--- src/rtl/pdu_pkg.sv ---
// Shared types and constants for the packed date unpacker.
// Used by every module of the block; depends on nothing else.
`default_nettype none

package pdu_pkg;

    // Stream layout
    localparam int DATE_BITS     = 15;
    localparam int PART_BITS     = DATE_BITS - 1;
    localparam int CNT_BITS      = 4;
    localparam int MAX_OUT       = 3;
    localparam int WORD_BITS_DEF = 32;

    // Configuration
    localparam int               BASE_BITS       = 12;
    localparam int               YEAR_BITS       = 13;
    localparam logic [BASE_BITS-1:0] YEAR_BASE_RESET = 12'd1970;

    // Queue between front and back, a power of two
    localparam int QUEUE_DEPTH = 2;

    // Day sits in the low bits of a date, the year offset in the high bits
    typedef struct packed {
        logic [5:0] offset;
        logic [3:0] month;
        logic [4:0] day;
    } t_date;

    // One word's worth of dates, count is 1..MAX_OUT
    typedef struct packed {
        logic [1:0]              count;
        t_date [MAX_OUT-1:0]     dates;
    } t_job;

endpackage

`default_nettype wire

--- src/rtl/packed_date_unpacker_with_parity.sv ---
// Top level of the packed date unpacker: front end, job queue, back end and
// the year base register. Depends on pdu_pkg, pdu_front, pdu_queue, pdu_back.
//
//  channel  handshake                  payload
//  -------  -------------------------  ------------------------------------------
//  input    i_in_valid / o_in_ready    i_data_word, i_parity_flag, i_end_of_stream
//  output   o_out_valid / i_out_ready  o_day, o_month, o_year, o_last_of_run
//  config   i_cfg_valid / o_cfg_ready  i_cfg_year_base
//
// A word is split and checked in the cycle it is accepted; its dates pass
// through the job queue into the output register, one per cycle while the
// output is taken. A word yields n dates (0..3), each held in the output until
// taken, so the output port sets the sustained rate. Words take the input every
// cycle while the two-entry queue has room. Reset is synchronous and clears
// state and queue; the config port is always ready.
`default_nettype none

module packed_date_unpacker_with_parity #(
    parameter int WORD_BITS = pdu_pkg::WORD_BITS_DEF
) (
    input  wire logic                          i_clk,
    input  wire logic                          i_rst_n,
    input  wire logic                          i_in_valid,
    output logic                               o_in_ready,
    input  wire logic [WORD_BITS-1:0]          i_data_word,
    input  wire logic                          i_parity_flag,
    input  wire logic                          i_end_of_stream,
    output logic                               o_out_valid,
    input  wire logic                          i_out_ready,
    output logic [4:0]                         o_day,
    output logic [3:0]                         o_month,
    output logic [pdu_pkg::YEAR_BITS-1:0]      o_year,
    output logic                               o_last_of_run,
    input  wire logic                          i_cfg_valid,
    output logic                               o_cfg_ready,
    input  wire logic [pdu_pkg::BASE_BITS-1:0] i_cfg_year_base
);
    import pdu_pkg::*;

    logic [BASE_BITS-1:0] r_year_base;
    logic                 accept;
    logic                 push;
    t_job                 push_job;
    logic                 pop;
    logic                 full;
    logic                 empty;
    t_job                 head;

    assign o_cfg_ready = 1'b1;
    assign o_in_ready  = !full;
    assign accept      = i_in_valid && o_in_ready;

    // Year base register
    always_ff @(posedge i_clk) begin
        if (!i_rst_n) begin
            r_year_base <= YEAR_BASE_RESET;
        end else if (i_cfg_valid) begin
            r_year_base <= i_cfg_year_base;
        end
    end

    pdu_front #(
        .WORD_BITS(WORD_BITS)
    ) u_front (
        .i_clk    (i_clk),
        .i_rst_n  (i_rst_n),
        .i_accept (accept),
        .i_word   (i_data_word),
        .i_parity (i_parity_flag),
        .i_eos    (i_end_of_stream),
        .o_push   (push),
        .o_job    (push_job)
    );

    pdu_queue u_queue (
        .i_clk   (i_clk),
        .i_rst_n (i_rst_n),
        .i_push  (push),
        .i_job   (push_job),
        .i_pop   (pop),
        .o_full  (full),
        .o_empty (empty),
        .o_head  (head)
    );

    pdu_back u_back (
        .i_clk        (i_clk),
        .i_rst_n      (i_rst_n),
        .i_head_valid (!empty),
        .i_head       (head),
        .i_year_base  (r_year_base),
        .o_pop        (pop),
        .o_valid      (o_out_valid),
        .i_ready      (i_out_ready),
        .o_day        (o_day),
        .o_month      (o_month),
        .o_year       (o_year),
        .o_last       (o_last_of_run)
    );

endmodule

`default_nettype wire

--- src/rtl/pdu_front.sv ---
// Front end: checks parity, splits each word into 15-bit dates, tracks the
// partial date and skip run across words. Depends on pdu_pkg.
`default_nettype none

module pdu_front #(
    parameter int WORD_BITS = pdu_pkg::WORD_BITS_DEF
) (
    input  wire logic                 i_clk,
    input  wire logic                 i_rst_n,
    input  wire logic                 i_accept,
    input  wire logic [WORD_BITS-1:0] i_word,
    input  wire logic                 i_parity,
    input  wire logic                 i_eos,
    output logic                      o_push,
    output pdu_pkg::t_job             o_job
);
    import pdu_pkg::*;

    localparam int MAX_FULL = WORD_BITS / DATE_BITS;
    localparam int NCAND    = MAX_FULL + 1;
    localparam int EXT_W    = WORD_BITS + DATE_BITS;
    localparam int CW       = $clog2(WORD_BITS + DATE_BITS + 1);
    localparam int NF_W     = $clog2(MAX_FULL + 1);

    logic [PART_BITS-1:0] r_pbits, n_pbits;
    logic [CNT_BITS-1:0]  r_pcount, n_pcount;
    logic [CNT_BITS-1:0]  r_skip, n_skip;

    logic                 good;
    logic [CNT_BITS-1:0]  pos;
    logic [CW-1:0]        pos_ext;
    logic [EXT_W-1:0]     shifted;
    logic [NF_W-1:0]      nfull;
    logic [PART_BITS-1:0] tail;
    logic [CW-1:0]        tail_cnt;
    logic [CW-1:0]        rem;
    logic [28:0]          pmix;
    t_date                cand [NCAND];
    logic                 cand_ok [NCAND];
    t_job                 job;
    logic [1:0]           cnt;

    // Parity check and start of the first whole date in this word
    always_comb begin
        good = ((^i_word) == i_parity);
        if (r_skip != '0) begin
            pos = r_skip;
        end else if (r_pcount != '0) begin
            pos = CNT_BITS'(DATE_BITS) - r_pcount;
        end else begin
            pos = '0;
        end
        pos_ext = CW'(pos);
        shifted = {{DATE_BITS{1'b0}}, i_word} >> pos;
    end

    // Count whole dates and pick up the tail that runs into the next word
    always_comb begin
        nfull = '0;
        for (int k = 1; k <= MAX_FULL; k++) begin
            if (pos_ext + CW'(DATE_BITS * k) <= CW'(WORD_BITS)) begin
                nfull = NF_W'(k);
            end
        end
        tail     = '0;
        tail_cnt = '0;
        for (int k = 0; k <= MAX_FULL; k++) begin
            if (nfull == NF_W'(k)) begin
                tail     = shifted[DATE_BITS*k +: PART_BITS];
                tail_cnt = CW'(WORD_BITS - DATE_BITS * k) - pos_ext;
            end
        end
    end

    // Bits of a broken date left over past the word's end
    always_comb begin
        rem = CW'(WORD_BITS) - pos_ext;
        for (int k = 0; k < MAX_FULL; k++) begin
            if (rem >= CW'(DATE_BITS)) begin
                rem = rem - CW'(DATE_BITS);
            end
        end
    end

    // Gather candidates in stream order and keep the first valid ones
    always_comb begin
        pmix    = 29'(r_pbits) | (29'(i_word[DATE_BITS-1:0]) << r_pcount);
        cand[0] = pmix[DATE_BITS-1:0];
        cand_ok[0] = good && (r_pcount != '0) && (r_skip == '0);
        for (int k = 0; k < MAX_FULL; k++) begin
            cand[k+1]    = shifted[DATE_BITS*k +: DATE_BITS];
            cand_ok[k+1] = good && (NF_W'(k) < nfull);
        end
        job = '0;
        cnt = '0;
        for (int k = 0; k < NCAND; k++) begin
            if (cand_ok[k] && (cand[k].day != '0) && (cand[k].month != '0)
                    && (cnt < 2'(MAX_OUT))) begin
                job.dates[cnt] = cand[k];
                cnt = cnt + 2'd1;
            end
        end
        job.count = cnt;
    end

    // Next stream state
    always_comb begin
        if (good) begin
            n_pcount = CNT_BITS'(tail_cnt);
            n_pbits  = tail;
            n_skip   = '0;
        end else begin
            n_pcount = '0;
            n_pbits  = '0;
            n_skip   = (rem != '0) ? CNT_BITS'(CW'(DATE_BITS) - rem) : '0;
        end
        if (i_eos) begin
            n_pcount = '0;
            n_pbits  = '0;
            n_skip   = '0;
        end
    end

    // Advance state on each accepted word
    always_ff @(posedge i_clk) begin
        if (!i_rst_n) begin
            r_pbits  <= '0;
            r_pcount <= '0;
            r_skip   <= '0;
        end else if (i_accept) begin
            r_pbits  <= n_pbits;
            r_pcount <= n_pcount;
            r_skip   <= n_skip;
        end
    end

    assign o_push = i_accept && (cnt != '0);
    assign o_job  = job;

endmodule

`default_nettype wire

--- src/rtl/pdu_queue.sv ---
// Short queue of per-word date jobs between front and back end.
// Depends on pdu_pkg.
`default_nettype none

module pdu_queue (
    input  wire logic          i_clk,
    input  wire logic          i_rst_n,
    input  wire logic          i_push,
    input  wire pdu_pkg::t_job i_job,
    input  wire logic          i_pop,
    output logic               o_full,
    output logic               o_empty,
    output pdu_pkg::t_job      o_head
);
    import pdu_pkg::*;

    localparam int PTR_W = $clog2(QUEUE_DEPTH);
    localparam int CNT_W = $clog2(QUEUE_DEPTH + 1);

    t_job             r_mem [QUEUE_DEPTH];
    logic [PTR_W-1:0] r_wr_ptr;
    logic [PTR_W-1:0] r_rd_ptr;
    logic [CNT_W-1:0] r_count, n_count;

    // Store jobs
    always_ff @(posedge i_clk) begin
        if (i_push) begin
            r_mem[r_wr_ptr] <= i_job;
        end
    end

    // Track occupancy
    always_comb begin
        n_count = r_count;
        if (i_push && !i_pop) begin
            n_count = r_count + CNT_W'(1);
        end else if (!i_push && i_pop) begin
            n_count = r_count - CNT_W'(1);
        end
    end

    always_ff @(posedge i_clk) begin
        if (!i_rst_n) begin
            r_wr_ptr <= '0;
            r_rd_ptr <= '0;
            r_count  <= '0;
        end else begin
            if (i_push) begin
                r_wr_ptr <= r_wr_ptr + PTR_W'(1);
            end
            if (i_pop) begin
                r_rd_ptr <= r_rd_ptr + PTR_W'(1);
            end
            r_count <= n_count;
        end
    end

    assign o_full  = (r_count == CNT_W'(QUEUE_DEPTH));
    assign o_empty = (r_count == '0);
    assign o_head  = r_mem[r_rd_ptr];

endmodule

`default_nettype wire

--- src/rtl/pdu_back.sv ---
// Back end: walks the dates of the head job into the output register,
// adding the year base. Depends on pdu_pkg.
`default_nettype none

module pdu_back (
    input  wire logic                          i_clk,
    input  wire logic                          i_rst_n,
    input  wire logic                          i_head_valid,
    input  wire pdu_pkg::t_job                 i_head,
    input  wire logic [pdu_pkg::BASE_BITS-1:0] i_year_base,
    output logic                               o_pop,
    output logic                               o_valid,
    input  wire logic                          i_ready,
    output logic [4:0]                         o_day,
    output logic [3:0]                         o_month,
    output logic [pdu_pkg::YEAR_BITS-1:0]      o_year,
    output logic                               o_last
);
    import pdu_pkg::*;

    logic                 r_valid;
    logic [1:0]           r_idx;
    logic [4:0]           r_day;
    logic [3:0]           r_month;
    logic [YEAR_BITS-1:0] r_year;
    logic                 r_last;

    logic  load;
    logic  last;
    t_date cur;

    // Pick the current date of the head job
    always_comb begin
        load  = i_head_valid && (!r_valid || i_ready);
        last  = (r_idx == (i_head.count - 2'd1));
        cur   = i_head.dates[r_idx];
        o_pop = load && last;
    end

    // Hold the output word until taken; step through the job
    always_ff @(posedge i_clk) begin
        if (!i_rst_n) begin
            r_valid <= 1'b0;
            r_idx   <= '0;
        end else begin
            if (load) begin
                r_valid <= 1'b1;
                r_idx   <= last ? 2'd0 : r_idx + 2'd1;
            end else if (i_ready) begin
                r_valid <= 1'b0;
            end
        end
    end

    always_ff @(posedge i_clk) begin
        if (load) begin
            r_day   <= cur.day;
            r_month <= cur.month;
            r_year  <= YEAR_BITS'(cur.offset) + YEAR_BITS'(i_year_base);
            r_last  <= last;
        end
    end

    assign o_valid = r_valid;
    assign o_day   = r_day;
    assign o_month = r_month;
    assign o_year  = r_year;
    assign o_last  = r_last;

endmodule

`default_nettype wire
--- config.mk ---
export PLATFORM = sky130hd
export DESIGN_NAME = packed_date_unpacker_with_parity
export DESIGN_NICKNAME = d
export VERILOG_FILES = /design/src/rtl/pdu_pkg.sv /design/src/rtl/packed_date_unpacker_with_parity.sv /design/src/rtl/pdu_front.sv /design/src/rtl/pdu_queue.sv /design/src/rtl/pdu_back.sv
export SDC_FILE = /design/constraint.sdc
export NUM_CORES = 1
export LEC_CHECK = 0
export ABC_AREA = 1
export ABC_CLOCK_PERIOD_IN_PS = 6620
export BUFFER_PORTS_ARGS = -buffer_cell sky130_fd_sc_hd__clkbuf_2
export CORE_MARGIN = 5
export CORE_UTILIZATION = 56
export CTS_BUF_LIST = sky130_fd_sc_hd__clkbuf_16
export DETAILED_ROUTE_END_ITERATION = 6
export GPL_ROUTABILITY_DRIVEN = 0
export HOLD_SLACK_MARGIN = 0.06
export MAX_ROUTING_LAYER = met4
export PLACE_DENSITY = 0.75
export SYNTH_ARGS = -nofsm -noshare
export SYNTH_HDL_FRONTEND = slang
export SYNTH_SLANG_ARGS = --single-unit
--- constraint.sdc ---
create_clock -name i_clk -period 6.62 [get_ports i_clk]
set_clock_uncertainty 0.2 [all_clocks]
set_input_delay 0.993 -clock i_clk [delete_from_list [all_inputs] [get_ports i_clk]]
set_output_delay 0.993 -clock i_clk [all_outputs]
set_load 0.005 [all_outputs]
==> results of run 1 <==
## worst register-to-register path: cells and delay by family, from the launching register on
family	cells	cell delay, ps
flip-flops	1	360
adder cells (fa/ha/maj)	1	350
AND/OR/NAND/NOR	19	2510
AO/OA/AOI/OAI	3	880
buffers and inverters	6	1100
## Yosys cell counts, types with 3 or more instances
cell type  count  area (µm²)
nor2_2        16       100.1
nand2_2       12       75.07
o21ai_0      126       630.6
o22ai_1       30       187.7
clkbuf_1      27       101.4
nand4_1        4       25.02
nand3_2        6       60.06
and2_1         3       18.77
nand2_1      327        1227
nand2_4        7       78.83
ha_1          22       275.3
xnor2_1       24       210.2
a32oi_1        4       35.03
a21oi_1       40       200.2
inv_1         94       352.8
a22oi_1        8       60.06
a31oi_1        5       31.28
xor2_1        18       157.7
clkinv_1       4       15.01
inv_2         11       41.29
o21ai_4        4       65.06
or2_2          4       25.02
dfxtp_1       42       840.8
o21bai_1       4       30.03
edfxtp_1     117        3513
nand3_1      106       530.5
o211ai_1       3       22.52
buf_2         19       95.09
a21oi_2        3       26.28
a211oi_1       3       22.52
or2_0          4       25.02
nor3_1         7       35.03
o21ai_1       18       90.09
buf_6         11       123.9
nor2_1       170       638.1
o21ai_2        4       35.03
buf_4          4       30.03
## area by class of cell
type | instances | share of cell area (%)
timing repair buffer | 89 | 4.350
sequential | 159 | 38.42
clock inverter | 15 | 1.866
inverter | 110 | 3.665
multi-input combinational | 1004 | 45.42
clock buffer | 17 | 3.754
tap | 229 | 2.528
## worst max path at each step
stage | from | end | slack, ps | cells after the start
floorplan | i_data_word[2] | u_queue.r_mem[0][0] | 550 | 24
global placement | u_front.r_pcount[0] | u_queue.r_mem[1][17] | 1180 | 31
detailed placement | u_front.r_pcount[0] | u_queue.r_mem[1][17] | 970 | 31
CTS | u_front.r_pcount[0] | u_queue.r_mem[1][1] | 940 | 31
global route | u_front.r_pcount[0] | u_queue.r_count[1] | 250 | 32
finish | u_front.r_pcount[0] | u_queue.r_mem[1][18] | 840 | 29
## kinds of logic (layout without fill, tap and decap cells)
kind of cell | after synthesis | in the layout | share of synthesized area (%)
AOI/OAI and AO/OA | 259 | 259 | 14.59
xor gates and xnor gates | 42 | 42 | 3.584
adders and majority gates | 23 | 23 | 2.877
buffers and inverters | 173 | 231 | 7.534
DFF | 159 | 159 | 42.42
muxes | 2 | 2 | 0.1951
other | 1 | 1 | 0.03654
and+or+nand+nor | 677 | 677 | 28.76
## per-stage QoR
stage / cell area [µm²] / util [%] / setup slack (ps) / cells / hold slack (ps)
2_1_floorplan: 10260 / - / 547.9 / 1336 / 235.4
3_3_place_gp: 10700 / 59.34 / 1179 / 1591 / 249.8
3_5_place_dp: 10700 / 59.34 / 969.0 / 1591 / 259.1
4_1_cts: 11330 / 62.88 / 940.6 / 1623 / 270.6
5_1_grt: 11330 / 62.88 / 253.9 / 1623 / 287.4
6_report: 11330 / 62.88 / 835.3 / 1623 / 266.4
## registers in the layout, summed over array words and instances (netlist names), 4 cells and up, named ones only
| signal | flops |
|---|---|
| u_front.r_pcount | 4 |
| u_front.r_pbits | 14 |
| u_back.o_month | 4 |
| u_back.o_day | 5 |
| u_front.r_skip | 4 |
| u_queue.r_mem | 94 |
| u_back.o_year | 13 |
| r_year_base | 12 |
## layer usage
metal / vias to the layer above / track usage (%) / share of wire [%] / wire length, µm
li1: 4558 / - / - / -
met2: 447 / 41.47 / 47 / 12910
met3: 76 / 4.485 / 8.0 / 2207
met1: 4284 / 33.46 / 42 / 11450
met4: 0 / 9.841 / 3.2 / 892
met5: - / - / 0 / 0
==> metrics, run 1 <==
DR WL/cell ~17 µm; Initial Util 56.94%; final hold vios 0; maxcap violations 0; Vias 9365; CP delay by family, top simple AND/OR/NAND/NOR gates; unrepaired setup endpoints after global routing no; CP max stage delay 510 ps; Post-CTS Hold Fix Bufs 0; Pins Over Slew Limit 0; Post-Syn Area per Cell slightly below 8 µm²; hold path start r_year_base[5]; CP startpoint kind flop; commonest non-fill, non-tap cells in the layout 327 x nand2_1, 169 x nor2_1, 126 x o21ai_0; CTS tree yes; Critical Path AT 5650 ps; Mapped Nets about 1400; Fmax 172.9 MHz; grt ovf 0; CP bufs+invs 6; Worst Hold End r_year_base[5]; CP dominant cell by count nand2_1; Antenna Nets Post-Route 0; area delta synth->final 10.42%; DRC Markers 2; full die area 21140 µm²; fraction of layout cells with a size suffix above 1 14.13%; synth unique cells 56; Critical Path RT 6490 ps; All-Layer GR Usage 26.03%; pin count of the biggest net entering global routing 50; die height 145.4 µm; Setup Total Neg Slack 0 ps; first-pass GRT wire length 43820 µm; postcts setup bufs 0; final setup fails 0; Max FO, Critical Path roughly 50; Core ar. 18020 µm²; status finished with violations; # diodes 0; endpoint type of the worst setup path flop; R2R cell count 29; DRT Pass-1 Iters 7; IO Count 77; commonest non-fill, non-tap cell in the layout nand2_1; R2R Setup Slk 840 ps; share of synthesized flip-flops with an asynchronous set or reset 0%; Post-Route WL 27460 µm; clk_lat worst skew ~440 ps; via/cell ratio 5.770; fraction of the cycle the final worst path needs 87.38%; violated checks DRC; critical path class flop to flop; FF-to-FF End u_queue.r_mem[1][18]; Filler cells between 1500 and 2000; Least-Margin Pin Slew 947.2 ps; initial drt markers 832; EDFF count, synth approximately 120; area of the multi-input gates 5147 µm²; Seq cells post-synth 159; hpwl dp slightly below 20000 µm; register area share after synthesis 42.42%; yosys synthesis warning count 0; die width between 100 and 150 µm; Slowest-stage cell, CP nand2_2; Synth Flop Type edfxtp_1; Hold/Removal Path Class flop to flop; Worst-path clk slew 70 ps; TritonCTS Buffers 17; root buf cell clkbuf_16; Worst Hold Depth 2; Site Rows roughly 50; relative slew slack between 30 and 40%; Mapped Cells 1336; antenna violations before repair 0; Clock Path Buffers 2; Final nets 1455; CTS Sinks roughly 160; clock period minus worst slack 5785 ps; vias in the first global route approximately 8600; H-tree depth 4; Reg area 4354 µm²; number of I/O port buffers 75; synthesized cell area ~10000 µm²; post-cts gate resize count 0; RR Startpoint u_front.r_pcount[0]
Power of run 1 is left out: the tool's default activity adds up to more than one toggle a clock period on the data nets, which glitch-free logic cannot reach.
==> inputs of run 2 (changes only) <==
--- a/config.mk
+++ b/config.mk
@@ -14,8 +14,8 @@
 export DETAILED_ROUTE_END_ITERATION = 6
 export GPL_ROUTABILITY_DRIVEN = 0
 export HOLD_SLACK_MARGIN = 0.06
-export MAX_ROUTING_LAYER = met4
 export PLACE_DENSITY = 0.75
+export REMOVE_ABC_BUFFERS = 1
 export SYNTH_ARGS = -nofsm -noshare
 export SYNTH_HDL_FRONTEND = slang
 export SYNTH_SLANG_ARGS = --single-unit
==> metrics, run 2 (same netlist as run 1, synthesis figures left out) <==
Hold/Removal Path Class flop to flop; Initial Util 56.94% (unchanged); clk_lat worst skew 420 ps (-20 ps); unrepaired setup endpoints after global routing no; CTS tree yes; postcts setup bufs 0 (unchanged); fraction of the cycle the final worst path needs 89.47% (+2.1 points); CP dominant cell by count nand2_1; CP delay by family, top simple AND/OR/NAND/NOR gates; Post-CTS Hold Fix Bufs 0 (unchanged); Clock Path Buffers 2 (unchanged); Worst Hold End r_year_base[5]; TritonCTS Buffers 17 (unchanged); post-cts gate resize count 0 (unchanged); full die area 21140 µm² (unchanged); max reg flops 94 (unchanged); Fmax 168.8 MHz (-2.3%); root buf cell clkbuf_16; clock period minus worst slack 5923 ps (+138.0 ps); All-Layer GR Usage 25.35% (-0.68 points); number of I/O port buffers 75 (unchanged); Least-Margin Pin Slew 983.3 ps (+36.10 ps); H-tree depth 4 (unchanged); area delta synth->final 10.40% (about the same); commonest non-fill, non-tap cells in the layout 327 x nand2_1, 169 x nor2_1, 126 x o21ai_0; Site Rows 49 (unchanged); die width 145.4 µm (unchanged); Post-Route WL 27500 µm (+0.17%); DRC Markers 0 (-2); DR WL/cell 16.96 µm (+0.23%); Antenna Nets Post-Route 0 (unchanged); Worst-path clk slew 70 ps (about the same); hold path start r_year_base[5]; fraction of layout cells with a size suffix above 1 13.93% (-0.21 points); status finished, final reports clean; grt ovf 0 (unchanged); CP bufs+invs 4 (-2); DRT Pass-1 Iters 7 (unchanged); Core ar. 18020 µm² (unchanged); via/cell ratio 5.761 (-0.15%); Vias 9345 (-0.21%); final setup fails 0 (unchanged); Final nets 1454 (-0.069%); first-pass GRT wire length 43680 µm (-0.31%); FF-to-FF End u_queue.r_mem[1][7]; die height 145.4 µm (unchanged); CP startpoint kind flop; Biggest register u_queue.r_mem; maxcap violations 0 (unchanged); pin count of the biggest net entering global routing 50 (unchanged); Worst Hold Depth 2 (unchanged); initial drt markers 1063 (+28%); Critical Path RT 6540 ps (+50 ps); R2R Setup Slk 700 ps (-140 ps); final hold vios 0 (unchanged); IO Count 77 (unchanged); commonest non-fill, non-tap cell in the layout nand2_1; RR Startpoint u_front.r_pcount[1]; hpwl dp 20000 µm (+1.1%); critical path class flop to flop; antenna violations before repair 0 (unchanged); CTS Sinks 159 (unchanged); relative slew slack 34.21% (-2.4 points); Critical Path AT 5840 ps (+190 ps); vias in the first global route 8423 (-2.1%); post-layout util 62.86% (about the same); Pins Over Slew Limit 0 (unchanged); # diodes 0 (unchanged); endpoint type of the worst setup path flop; R2R cell count 27 (-6.9%); Slowest-stage cell, CP dfxtp_1; CP max stage delay 630 ps (+120 ps); Max FO, Critical Path 49 (unchanged)
## run 2: changes by cell type in the layout (fill, tap and decap cells not counted), sizes merged
cell	previous run	this run
buf	14	13
bufinv	3	4
clkinv	5	8
inv	116	112
## run 2: metal layers
metal | global-route usage, % | part of all wire [%]
met4 | 9.655 | 3.5
met5 | 0 | 0
met1 | 34.47 | 42
met2 | 41.24 | 47
met3 | 3.706 | 7.4
## run 2: through the flow
stage | std cells | instance area (µm²) | worst slack (ps) | TNS, ps | hold slack, ps
floorplan | 1273 | 9906 | -299.6 | -14080 | 235.4
global placement | 1590 | 10690 | 730.6 | 0 | 249.9
detailed placement | 1590 | 10690 | 536.4 | 0 | 255.6
CTS | 1622 | 11320 | 504.4 | 0 | 272.7
global route | 1622 | 11330 | 154.3 | 0 | 298.3
finish | 1622 | 11330 | 697.3 | 0 | 272.9
## run 2: layout make-up
class	count	area, µm²
Clock buffer	17	425.4
Clock inverter	15	206.4
Fill cell	1564	6694
Inverter	110	415.4
Multi-Input combinational cell	1004	5157
Sequential cell	159	4354
Tap cell	229	286.5
Timing Repair Buffer	88	485.5
## run 2: worst min-delay path, cell delays in order, from the launching register on
cell	delay, ps
dfxtp_1	340
nand2_1	50
nand3_1	50
## run 2: how the worst max path moves through the flow
stage / start / end / cells past startpoint
5_1_grt: u_front.r_pcount[1] / u_queue.r_count[1] / 33
2_1_floorplan: u_front.r_pcount[0] / u_queue.r_mem[0][0] / 26
3_5_place_dp: u_front.r_pcount[1] / u_queue.r_mem[1][5] / 29
6_report: u_front.r_pcount[1] / u_queue.r_mem[1][7] / 27
4_1_cts: u_front.r_pcount[1] / u_queue.r_mem[1][8] / 29
3_3_place_gp: u_front.r_pcount[1] / u_queue.r_mem[1][36] / 29
Power of run 2 is left out for the same reason.
==> inputs of run 3 (changes only) <==
--- a/config.mk
+++ b/config.mk
@@ -6,7 +6,7 @@
 export NUM_CORES = 1
 export LEC_CHECK = 0
 export ABC_AREA = 1
-export ABC_CLOCK_PERIOD_IN_PS = 6620
+export ABC_CLOCK_PERIOD_IN_PS = 7000
 export BUFFER_PORTS_ARGS = -buffer_cell sky130_fd_sc_hd__clkbuf_2
 export CORE_MARGIN = 5
 export CORE_UTILIZATION = 56
==> constraint.sdc (replaced) <==
create_clock -name i_clk -period 7 [get_ports i_clk]
set_clock_uncertainty 0.2 [all_clocks]
set_input_delay 1.05 -clock i_clk [delete_from_list [all_inputs] [get_ports i_clk]]
set_output_delay 1.05 -clock i_clk [all_outputs]
set_load 0.005 [all_outputs]
==> metrics, run 3 (same netlist as run 1, synthesis figures left out) <==
status finished with violations; violated checks DRC; DR WL/cell 16.71 µm (-1.4%); Critical Path AT 6100 ps (+260 ps); Initial Util 56.94% (unchanged); CP dominant cell by count nand2_1; critical path class flop to flop; All-Layer GR Usage 25.63% (+0.29 points); final setup fails 0 (unchanged); Worst-path clk slew 70 ps (about the same); DRT Pass-1 Iters 7 (unchanged); Least-Margin Pin Slew 1051 ps (+68.19 ps); via/cell ratio 5.685 (-1.3%); antenna violations before repair 0 (unchanged); pin count of the biggest net entering global routing 50 (unchanged); area delta synth->final 10.09%; root buf cell clkbuf_16; number of I/O port buffers 75 (unchanged); Post-Route WL 27110 µm (-1.4%); vias in the first global route 8643 (+2.6%); Placement Cell Area 10700 µm² (+0.12%); endpoint type of the worst setup path flop; fraction of the cycle the final worst path needs 87.66% (-1.8 points); R2R cell count 28 (+3.7%); # diodes 0 (unchanged); Max FO, Critical Path 49 (unchanged); IO Count 77 (unchanged); placed insts 1590 (unchanged); relative slew slack 29.64% (-4.6 points); Vias 9221 (-1.3%); commonest non-fill, non-tap cell in the layout nand2_1; fraction of layout cells with a size suffix above 1 13.93% (unchanged); Worst Hold Depth 2 (unchanged); CP startpoint kind flop; Setup Total Neg Slack 0 ps (unchanged); maxcap violations 0 (unchanged); Final nets 1454 (unchanged); hpwl dp 19580 µm (-2.1%); Site Rows 49 (unchanged); H-tree depth 4 (unchanged); fin area 11300 µm² (-0.28%); clock period minus worst slack 6137 ps (+213.8 ps); unrepaired setup endpoints after global routing no; first-pass GRT wire length 44450 µm (+1.8%); Pins Over Slew Limit 0 (unchanged); Fmax 163.0 MHz (-3.5%); Clock Path Buffers 2 (unchanged); DRC Markers 6 (+6); TritonCTS Buffers 17 (unchanged); initial drt markers 1065 (+0.19%); final hold vios 0 (unchanged); die height 145.4 µm (unchanged); Hold/Removal Path Class flop to flop; commonest non-fill, non-tap cells in the layout 327 x nand2_1, 169 x nor2_1, 126 x o21ai_0; CTS tree yes; CTS Sinks 159 (unchanged); full die area 21140 µm² (unchanged); post-route insts no fill 1622 (unchanged); Antenna Nets Post-Route 0 (unchanged); Biggest register u_queue.r_mem; Filler cells 1602 (+2.4%); Slowest-stage cell, CP dfxtp_1; clk_lat worst skew 430 ps (about the same); CP max stage delay 840 ps (+210 ps); grt ovf 0 (unchanged); die width 145.4 µm (unchanged); max reg flops 94 (unchanged); Critical Path RT 6960 ps (+420 ps); Core ar. 18020 µm² (unchanged)
[run 3: through the flow]
stage	setup slack, ps	util, %	hold WS, ps
CTS	696.9	62.66	270.5
global route	255.1	62.69	281.8
floorplan	80.37	-	235.4
global placement	1017	59.37	248.9
finish	863.5	62.69	271.7
detailed placement	728.8	59.37	253.8
[run 3: final timing paths]
path | start | end | slack (ps)
worst min-delay path | r_year_base[5] | r_year_base[5] | 270
worst max-delay path | u_front.r_pcount[0] | u_queue.r_mem[1][36] | 860
worst max register to register | u_front.r_pcount[0] | u_queue.r_mem[1][36] | 860
worst min register to register | r_year_base[5] | r_year_base[5] | 270
[run 3: layout make-up]
cell class              count  area (µm²)  area share, %
multi-input cells        1004        5152          45.60
well taps                 229       286.5          2.536
flip-flops and latches    159        4354          38.53
repair buffers             88       498.0          4.407
clock buffers              20       500.5          4.429
clock inverters            12       92.59         0.8194
inverters                 110       415.4          3.676
[run 3: worst max-delay path: cells and delay by family, from the launching register on]
family          cells  cell delay [ps]
flops               1              840
compound gates      3              430
buf+inv             7             1540
fa+ha+maj           1              350
simple gates       16             2170
mux                 1              260
[run 3: layer usage]
metal  part of all wire [%]  vias up  global-route usage, %
met3                    7.4       62                  4.329
met2                     47      368                  42.30
met4                    3.2        0                  9.748
li1                       -     4555                      -
met1                     42     4236                  33.97
met5                      0        -                      0
[run 3: repair_timing]
action	CTS	global route
endpoints found under the setup margin	0	36
gates resized for setup	0	1
buffers inserted	0	0
hold buffers	0	0
Power of run 3 is left out for the same reason.
